<file path="src/rtl/usbep_pkg.sv">
// usbep_pkg: shared types, register field masks and update functions
// for the usb endpoint register bank; no dependencies
package usbep_pkg;

    // bank size, legal range 1 to 8
    localparam int NUM_ENDPOINTS = 8;

    localparam int REG_W   = 16;
    localparam int IDX_W   = 3;
    localparam int CMP_W   = 5;

    typedef enum logic [1:0] {
        OP_READ    = 2'd0,
        OP_WRITE   = 2'd1,
        OP_RX_DONE = 2'd2,
        OP_TX_DONE = 2'd3
    } op_t;

    // register layout masks
    localparam logic [REG_W-1:0] CTR_MASK     = 16'h8080;
    localparam logic [REG_W-1:0] RW_MASK      = 16'h070F;
    localparam logic [REG_W-1:0] TOGGLE_MASK  = 16'h7070;
    localparam logic [REG_W-1:0] SETUP_BIT    = 16'h0800;
    localparam logic [REG_W-1:0] CTR_RX_BIT   = 16'h8000;
    localparam logic [REG_W-1:0] CTR_TX_BIT   = 16'h0080;
    localparam logic [REG_W-1:0] DTOG_RX_BIT  = 16'h4000;
    localparam logic [REG_W-1:0] DTOG_TX_BIT  = 16'h0040;
    localparam logic [REG_W-1:0] STAT_RX_MASK = 16'h3000;
    localparam logic [REG_W-1:0] STAT_TX_MASK = 16'h0030;
    localparam logic [REG_W-1:0] STAT_RX_NAK  = 16'h2000;
    localparam logic [REG_W-1:0] STAT_TX_NAK  = 16'h0020;

    typedef struct packed {
        op_t              opcode;
        logic [IDX_W-1:0] ep_num;
        logic [REG_W-1:0] write_data;
        logic             setup_flag;
    } item_t;

    typedef struct packed {
        logic             ctr_pending;
        logic [IDX_W-1:0] pending_endpoint;
        logic             pending_dir;
    } pend_t;

    // complete flags clear on written 0, toggles flip on written 1,
    // plain fields load, setup kept
    function automatic logic [REG_W-1:0] bus_write(
        input logic [REG_W-1:0] cur,
        input logic [REG_W-1:0] w
    );
        logic [REG_W-1:0] r;
        r = cur & ((w & CTR_MASK) | ~CTR_MASK);
        r = (r & ~RW_MASK) | (w & RW_MASK);
        r = r ^ (w & TOGGLE_MASK);
        return r;
    endfunction

    function automatic logic [REG_W-1:0] rx_done(
        input logic [REG_W-1:0] cur,
        input logic             setup
    );
        logic [REG_W-1:0] r;
        r = (cur & ~(STAT_RX_MASK | SETUP_BIT)) | STAT_RX_NAK | CTR_RX_BIT;
        r = r ^ DTOG_RX_BIT;
        r = r | (setup ? SETUP_BIT : '0);
        return r;
    endfunction

    function automatic logic [REG_W-1:0] tx_done(
        input logic [REG_W-1:0] cur
    );
        logic [REG_W-1:0] r;
        r = (cur & ~STAT_TX_MASK) | STAT_TX_NAK | CTR_TX_BIT;
        r = r ^ DTOG_TX_BIT;
        return r;
    endfunction

endpackage

</file>
<file path="src/rtl/usbep_bank.sv">
// usbep_bank: endpoint register bank with read-modify-write update and
// priority encode of pending complete flags; depends on usbep_pkg
module usbep_bank
(
    input  logic                          clk,
    input  logic                          rst_n,
    input  logic                          commit,
    input  usbep_pkg::item_t              item,
    output logic [usbep_pkg::REG_W-1:0]   read_data,
    output usbep_pkg::pend_t              pend
);

    logic [usbep_pkg::REG_W-1:0] bank_reg  [usbep_pkg::NUM_ENDPOINTS];
    logic [usbep_pkg::REG_W-1:0] bank_next [usbep_pkg::NUM_ENDPOINTS];
    logic [usbep_pkg::REG_W-1:0] cur;
    logic [usbep_pkg::REG_W-1:0] upd;
    logic                        in_range;
    logic                        found;

    // select addressed entry, out-of-range reads as zero
    always_comb
    begin
        cur      = '0;
        in_range = 1'b0;
        for (int i = 0; i < usbep_pkg::NUM_ENDPOINTS; i++)
        begin
            if ({{(usbep_pkg::CMP_W-usbep_pkg::IDX_W){1'b0}}, item.ep_num}
                == usbep_pkg::CMP_W'(i))
            begin
                cur      = bank_reg[i];
                in_range = 1'b1;
            end
        end
    end

    always_comb
    begin
        case (item.opcode)
            usbep_pkg::OP_WRITE:   upd = usbep_pkg::bus_write(cur, item.write_data);
            usbep_pkg::OP_RX_DONE: upd = usbep_pkg::rx_done(cur, item.setup_flag);
            usbep_pkg::OP_TX_DONE: upd = usbep_pkg::tx_done(cur);
            default:               upd = cur;
        endcase
    end

    assign read_data = in_range ? upd : '0;

    always_comb
    begin
        for (int i = 0; i < usbep_pkg::NUM_ENDPOINTS; i++)
        begin
            if ({{(usbep_pkg::CMP_W-usbep_pkg::IDX_W){1'b0}}, item.ep_num}
                == usbep_pkg::CMP_W'(i))
                bank_next[i] = upd;
            else
                bank_next[i] = bank_reg[i];
        end
    end

    // lowest entry with a complete flag, on the post-update bank
    always_comb
    begin
        found = 1'b0;
        pend  = '0;
        for (int i = 0; i < usbep_pkg::NUM_ENDPOINTS; i++)
        begin
            if (!found && ((bank_next[i] & usbep_pkg::CTR_MASK) != '0))
            begin
                found                 = 1'b1;
                pend.ctr_pending      = 1'b1;
                pend.pending_endpoint = usbep_pkg::IDX_W'(i);
                pend.pending_dir      = |(bank_next[i] & usbep_pkg::CTR_RX_BIT);
            end
        end
    end

    always_ff @(posedge clk or negedge rst_n)
    begin
        if (!rst_n)
        begin
            for (int i = 0; i < usbep_pkg::NUM_ENDPOINTS; i++)
                bank_reg[i] <= '0;
        end
        else if (commit)
        begin
            for (int i = 0; i < usbep_pkg::NUM_ENDPOINTS; i++)
                bank_reg[i] <= bank_next[i];
        end
    end

endmodule

</file>
<file path="src/rtl/usb_endpoint_register_bank_core.sv">
// usb_endpoint_register_bank_core: top level with input register, bank
// update and result register; depends on usbep_pkg and usbep_bank
//
//  channel | signals                                              | dir
//  --------+------------------------------------------------------+-----
//  input   | in_valid, in_stall, opcode, ep_num,                  | in
//          | write_data, setup_flag                               |
//  result  | out_valid, out_stall, read_data, ctr_pending,        | out
//          | pending_endpoint, pending_dir                        |
//
// one transfer per cycle sustained while out_stall is low; each item passes from
// acceptance through the input register and then the result register
// the bank is written at the same edge that loads the result, so the next
// item in the input register always sees the updated bank
// reset clears the bank to zero and empties both registers
// a stalled result holds the input register, which then stalls the input
module usb_endpoint_register_bank_core
(
    input  logic                          clk,
    input  logic                          rst_n,

    input  logic                          in_valid,
    output logic                          in_stall,
    input  logic [1:0]                    opcode,
    input  logic [2:0]                    ep_num,
    input  logic [15:0]                   write_data,
    input  logic                          setup_flag,

    output logic                          out_valid,
    input  logic                          out_stall,
    output logic [15:0]                   read_data,
    output logic                          ctr_pending,
    output logic [2:0]                    pending_endpoint,
    output logic                          pending_dir
);

    // input register
    logic                        s1_valid_reg;
    logic                        s1_valid_next;
    usbep_pkg::item_t            s1_item_reg;

    // result register
    logic                        out_valid_reg;
    logic                        out_valid_next;
    logic [usbep_pkg::REG_W-1:0] rd_reg;
    usbep_pkg::pend_t            pend_reg;

    logic                        advance;
    logic                        commit;
    logic                        accept;
    logic [usbep_pkg::REG_W-1:0] bank_rd;
    usbep_pkg::pend_t            bank_pend;

    // the result register can take a new value when empty or being drained
    assign advance  = !out_valid_reg || !out_stall;
    assign commit   = s1_valid_reg && advance;
    assign in_stall = s1_valid_reg && !advance;
    assign accept   = in_valid && !in_stall;

    always_comb
    begin
        if (accept)
            s1_valid_next = 1'b1;
        else if (advance)
            s1_valid_next = 1'b0;
        else
            s1_valid_next = s1_valid_reg;

        if (commit)
            out_valid_next = 1'b1;
        else if (!out_stall)
            out_valid_next = 1'b0;
        else
            out_valid_next = out_valid_reg;
    end

    usbep_bank u_bank
    (
        .clk       (clk),
        .rst_n     (rst_n),
        .commit    (commit),
        .item      (s1_item_reg),
        .read_data (bank_rd),
        .pend      (bank_pend)
    );

    always_ff @(posedge clk or negedge rst_n)
    begin
        if (!rst_n)
        begin
            s1_valid_reg  <= 1'b0;
            out_valid_reg <= 1'b0;
        end
        else
        begin
            s1_valid_reg  <= s1_valid_next;
            out_valid_reg <= out_valid_next;
        end
    end

    // payload registers, no reset needed
    always_ff @(posedge clk)
    begin
        if (accept)
        begin
            s1_item_reg.opcode     <= usbep_pkg::op_t'(opcode);
            s1_item_reg.ep_num     <= ep_num;
            s1_item_reg.write_data <= write_data;
            s1_item_reg.setup_flag <= setup_flag;
        end
        if (commit)
        begin
            rd_reg   <= bank_rd;
            pend_reg <= bank_pend;
        end
    end

    assign out_valid        = out_valid_reg;
    assign read_data        = rd_reg;
    assign ctr_pending      = pend_reg.ctr_pending;
    assign pending_endpoint = pend_reg.pending_endpoint;
    assign pending_dir      = pend_reg.pending_dir;

endmodule
</file>
<file path="config.mk">
export PLATFORM = sky130hd
export DESIGN_NAME = usb_endpoint_register_bank_core
export DESIGN_NICKNAME = d
export VERILOG_FILES = /design/src/rtl/usbep_pkg.sv /design/src/rtl/usbep_bank.sv /design/src/rtl/usb_endpoint_register_bank_core.sv
export SDC_FILE = /design/constraint.sdc
export NUM_CORES = 1
export LEC_CHECK = 0
export ABC_AREA = 1
export CORE_MARGIN = 5
export CORE_UTILIZATION = 60
export CTS_BUF_LIST = sky130_fd_sc_hd__clkbuf_16
export DETAILED_ROUTE_END_ITERATION = 6
export DONT_BUFFER_PORTS = 1
export GPL_ROUTABILITY_DRIVEN = 1
export PLACE_DENSITY = 0.76
export SETUP_SLACK_MARGIN = 0.4
export SYNTH_ARGS = -nofsm -noshare
export SYNTH_HDL_FRONTEND = slang
export SYNTH_HIERARCHICAL = 1
export SYNTH_SLANG_ARGS = --single-unit
</file>
<file path="constraint.sdc">
create_clock -name clk -period 3.8 [get_ports clk]
set_clock_uncertainty 0.1 [all_clocks]
set_input_delay 0.38 -clock clk [delete_from_list [all_inputs] [get_ports clk]]
set_output_delay 0.38 -clock clk [all_outputs]
set_load 0.005 [all_outputs]
</file>
==> results.md <==
- Warnings from Yosys: 6
- All-Layer GR Usage: 0.257
- Buffers added on ports: 0
- Die area: 15000 um^2
- Max Slew Vio Count: 0
- Gate Count Post-Synth: 869
- Max reg flops: 128
- # rows: 41
- Die width: 123 um
- Pre-antenna DRT Iters: 6
- Cell Count, Final, Fillers Out: 1078
- Multi-input gate area: 2690 um^2
- Max-cap violations: 0
- Clock latency on the worst-skew pair: 0.44 ns
- Routability cong.: 0.866
- Share of cells above drive strength 1: 0.0784
- Violated checks: negative hold slack
- Max clock buf depth: 2
- Core area: roughly 13000 um^2
- Clk slew on worst S/H paths: about 0.070 ns
- Htree depth: 4
- Nets: 919
- Dpl cells: 1020
- GRT Max-Usage Layer: met2
- Pwr Density: roughly 630 nW/um^2
- I/O Pins: ~50
- Worst hold slack: -0.462 ns
- GR Overflow Total: 0
- Via-per-instance ratio: 5.71
- Worst min-delay path class: input pin to async pin
- Worst setup path start: s1_item_reg[17]
- Critical path type: register to register
- Worst R2R Setup Slack: 0.69 ns
- Post-DRT Antenna Nets: 0
- GR Util met1: 0.354
- Worst Path Required: roughly 3.9 ns
- Rel. slew slack: 0.403
- Final WL: 18200 um
- Final count of hold timing violations: 130
- Area grow syn2layout: 13.9%
- CP Max Fanout: 12
- DR vias: 6150
- Leakage power: 4.08 nW
- Die Ht: 123 um
- Fmax: 322 MHz
- Register area: approximately 4500 um^2
- Hpwl dp: 11800 um
- Hold-fix buffers at CTS: 24
- CP startpoint kind: register
- Avg WL per Cell: between 15 and 20 um
- Remaining DRCs: 0
- GR Util met3: 0.0747
- Fill cells: 952
- Peak supply drop: about 0.00038 V
- Setup TNS: 0 ns
- Worst Max-Slew Pin Slew: 0.895 ns
- Grt met2 use: 0.399
- RSZ-0062 raised after global routing: no
- Post-Syn Area: 7600 um^2
- Setup violators final: 0
- Cts bufs inserted: 17
- Initial Util: 0.607
- ANT cells: 0
- Status: complete, but fails checks
- CTS tree: built
- Vias in the first global route: 5924
- CTS sink cnt: 172
- Worst EP arrival: 3.19 ns
- Clock root cell: clkbuf_16
- Overall power: 0.00545 W
- Syn Area/Cell: 8.75 um^2
- Period utilization: 0.818
- Post-Synthesis Net Count: 895
- Initial antenna violation count: 0
- Worst reg2reg path startpoint: s1_item_reg[17]
- First-pass GRT wire length: between 20000 and 30000 um
- Worst Setup End Kind: register
- Pin count of the biggest net entering global routing: 131
- DR iter-0 viols: approximately 780
- Final min period: about 3.1 ns
## per-layer routing
layer  share of wire  wire length [um]
met5               0                 0
met3           0.085              1550
met1            0.42              7730
met4           0.015               267
met2            0.48              8670
## cells in the final DEF (no fill, tap or decap), drive strengths merged
| cell type | n |
|---|---|
| o221ai | 4 |
| clkinv | 7 |
| nand3 | 25 |
| o21ai | 97 |
| bufinv | 4 |
| a22o | 4 |
| o211ai | 3 |
| inv | 69 |
| nor2 | 39 |
| edfxtp | 42 |
| clkbuf | 18 |
| or2 | 7 |
| a41oi | 4 |
| dfrtp | 130 |
| o2111ai | 1 |
| nand3b | 2 |
| and3 | 1 |
| o22ai | 2 |
| nor3 | 5 |
| nand2 | 354 |
| buf | 17 |
| a21oi | 24 |
| clkinvlp | 1 |
| dlygate4sd3 | 24 |
| a221oi | 5 |
| nand4 | 16 |
| a31oi | 1 |
## critical path, stage by stage (launching register included)
cell	delay, ns
edfxtp_1	0.52
nor2_1	0.32
nand2_2	0.21
inv_1	0.38
nand2_1	0.13
nand2_1	0.10
a21oi_1	0.06
nand4_1	0.13
o21ai_0	0.11
and3_1	0.17
or2_2	0.27
nand2_1	0.27
inv_1	0.07
## through the flow
stage / instance area, um^2 / setup slack [ns] / hold WS (ns) / util
floorplan: 7600 / 0.828 / -0.0156 / -
global placement: 7780 / 0.679 / -0.0123 / 0.622
detailed placement: 7780 / 0.593 / -0.0128 / 0.622
CTS: 8630 / 0.548 / -0.470 / 0.690
global route: 8660 / 0.459 / -0.487 / 0.692
finish: 8660 / 0.692 / -0.462 / 0.692
## report_power, final
part           internal [W]  switching [W]  leakage (nW)
Combinational      0.000350       0.000638          1.74
Sequential          0.00240       0.000262          2.03
Clock               0.00112       0.000687         0.320
Total               0.00386        0.00159          4.08
## path summary, 6_finish.rpt
check / end / cells after the start
min in group clk: read_data[8] / 2
max in group asynchronous: u_bank/bank_reg[36] / 0
hold / removal: u_bank/bank_reg[27] / 0
setup reg to reg: read_data[6] / 12
setup / recovery: read_data[6] / 12
hold reg to reg: u_bank/bank_reg[25] / 2
## area by class of cell
type	instances	share of cell area
Clock buffer	18	0.0520
Multi-Input combinational cell	594	0.311
Timing Repair Buffer	41	0.0425
Tap cell	172	0.0249
Inverter	67	0.0296
Sequential cell	172	0.522
Clock inverter	14	0.0186
## repair_timing
| action | CTS | global route |
|---|---|---|
| endpoints found under the setup margin | 0 | 5 |
| setup buffers | 0 | 2 |
| hold endpoints to repair | 153 | 130 |
| resized for setup | 0 | 3 |
Power figures use the tool's default switching activity.
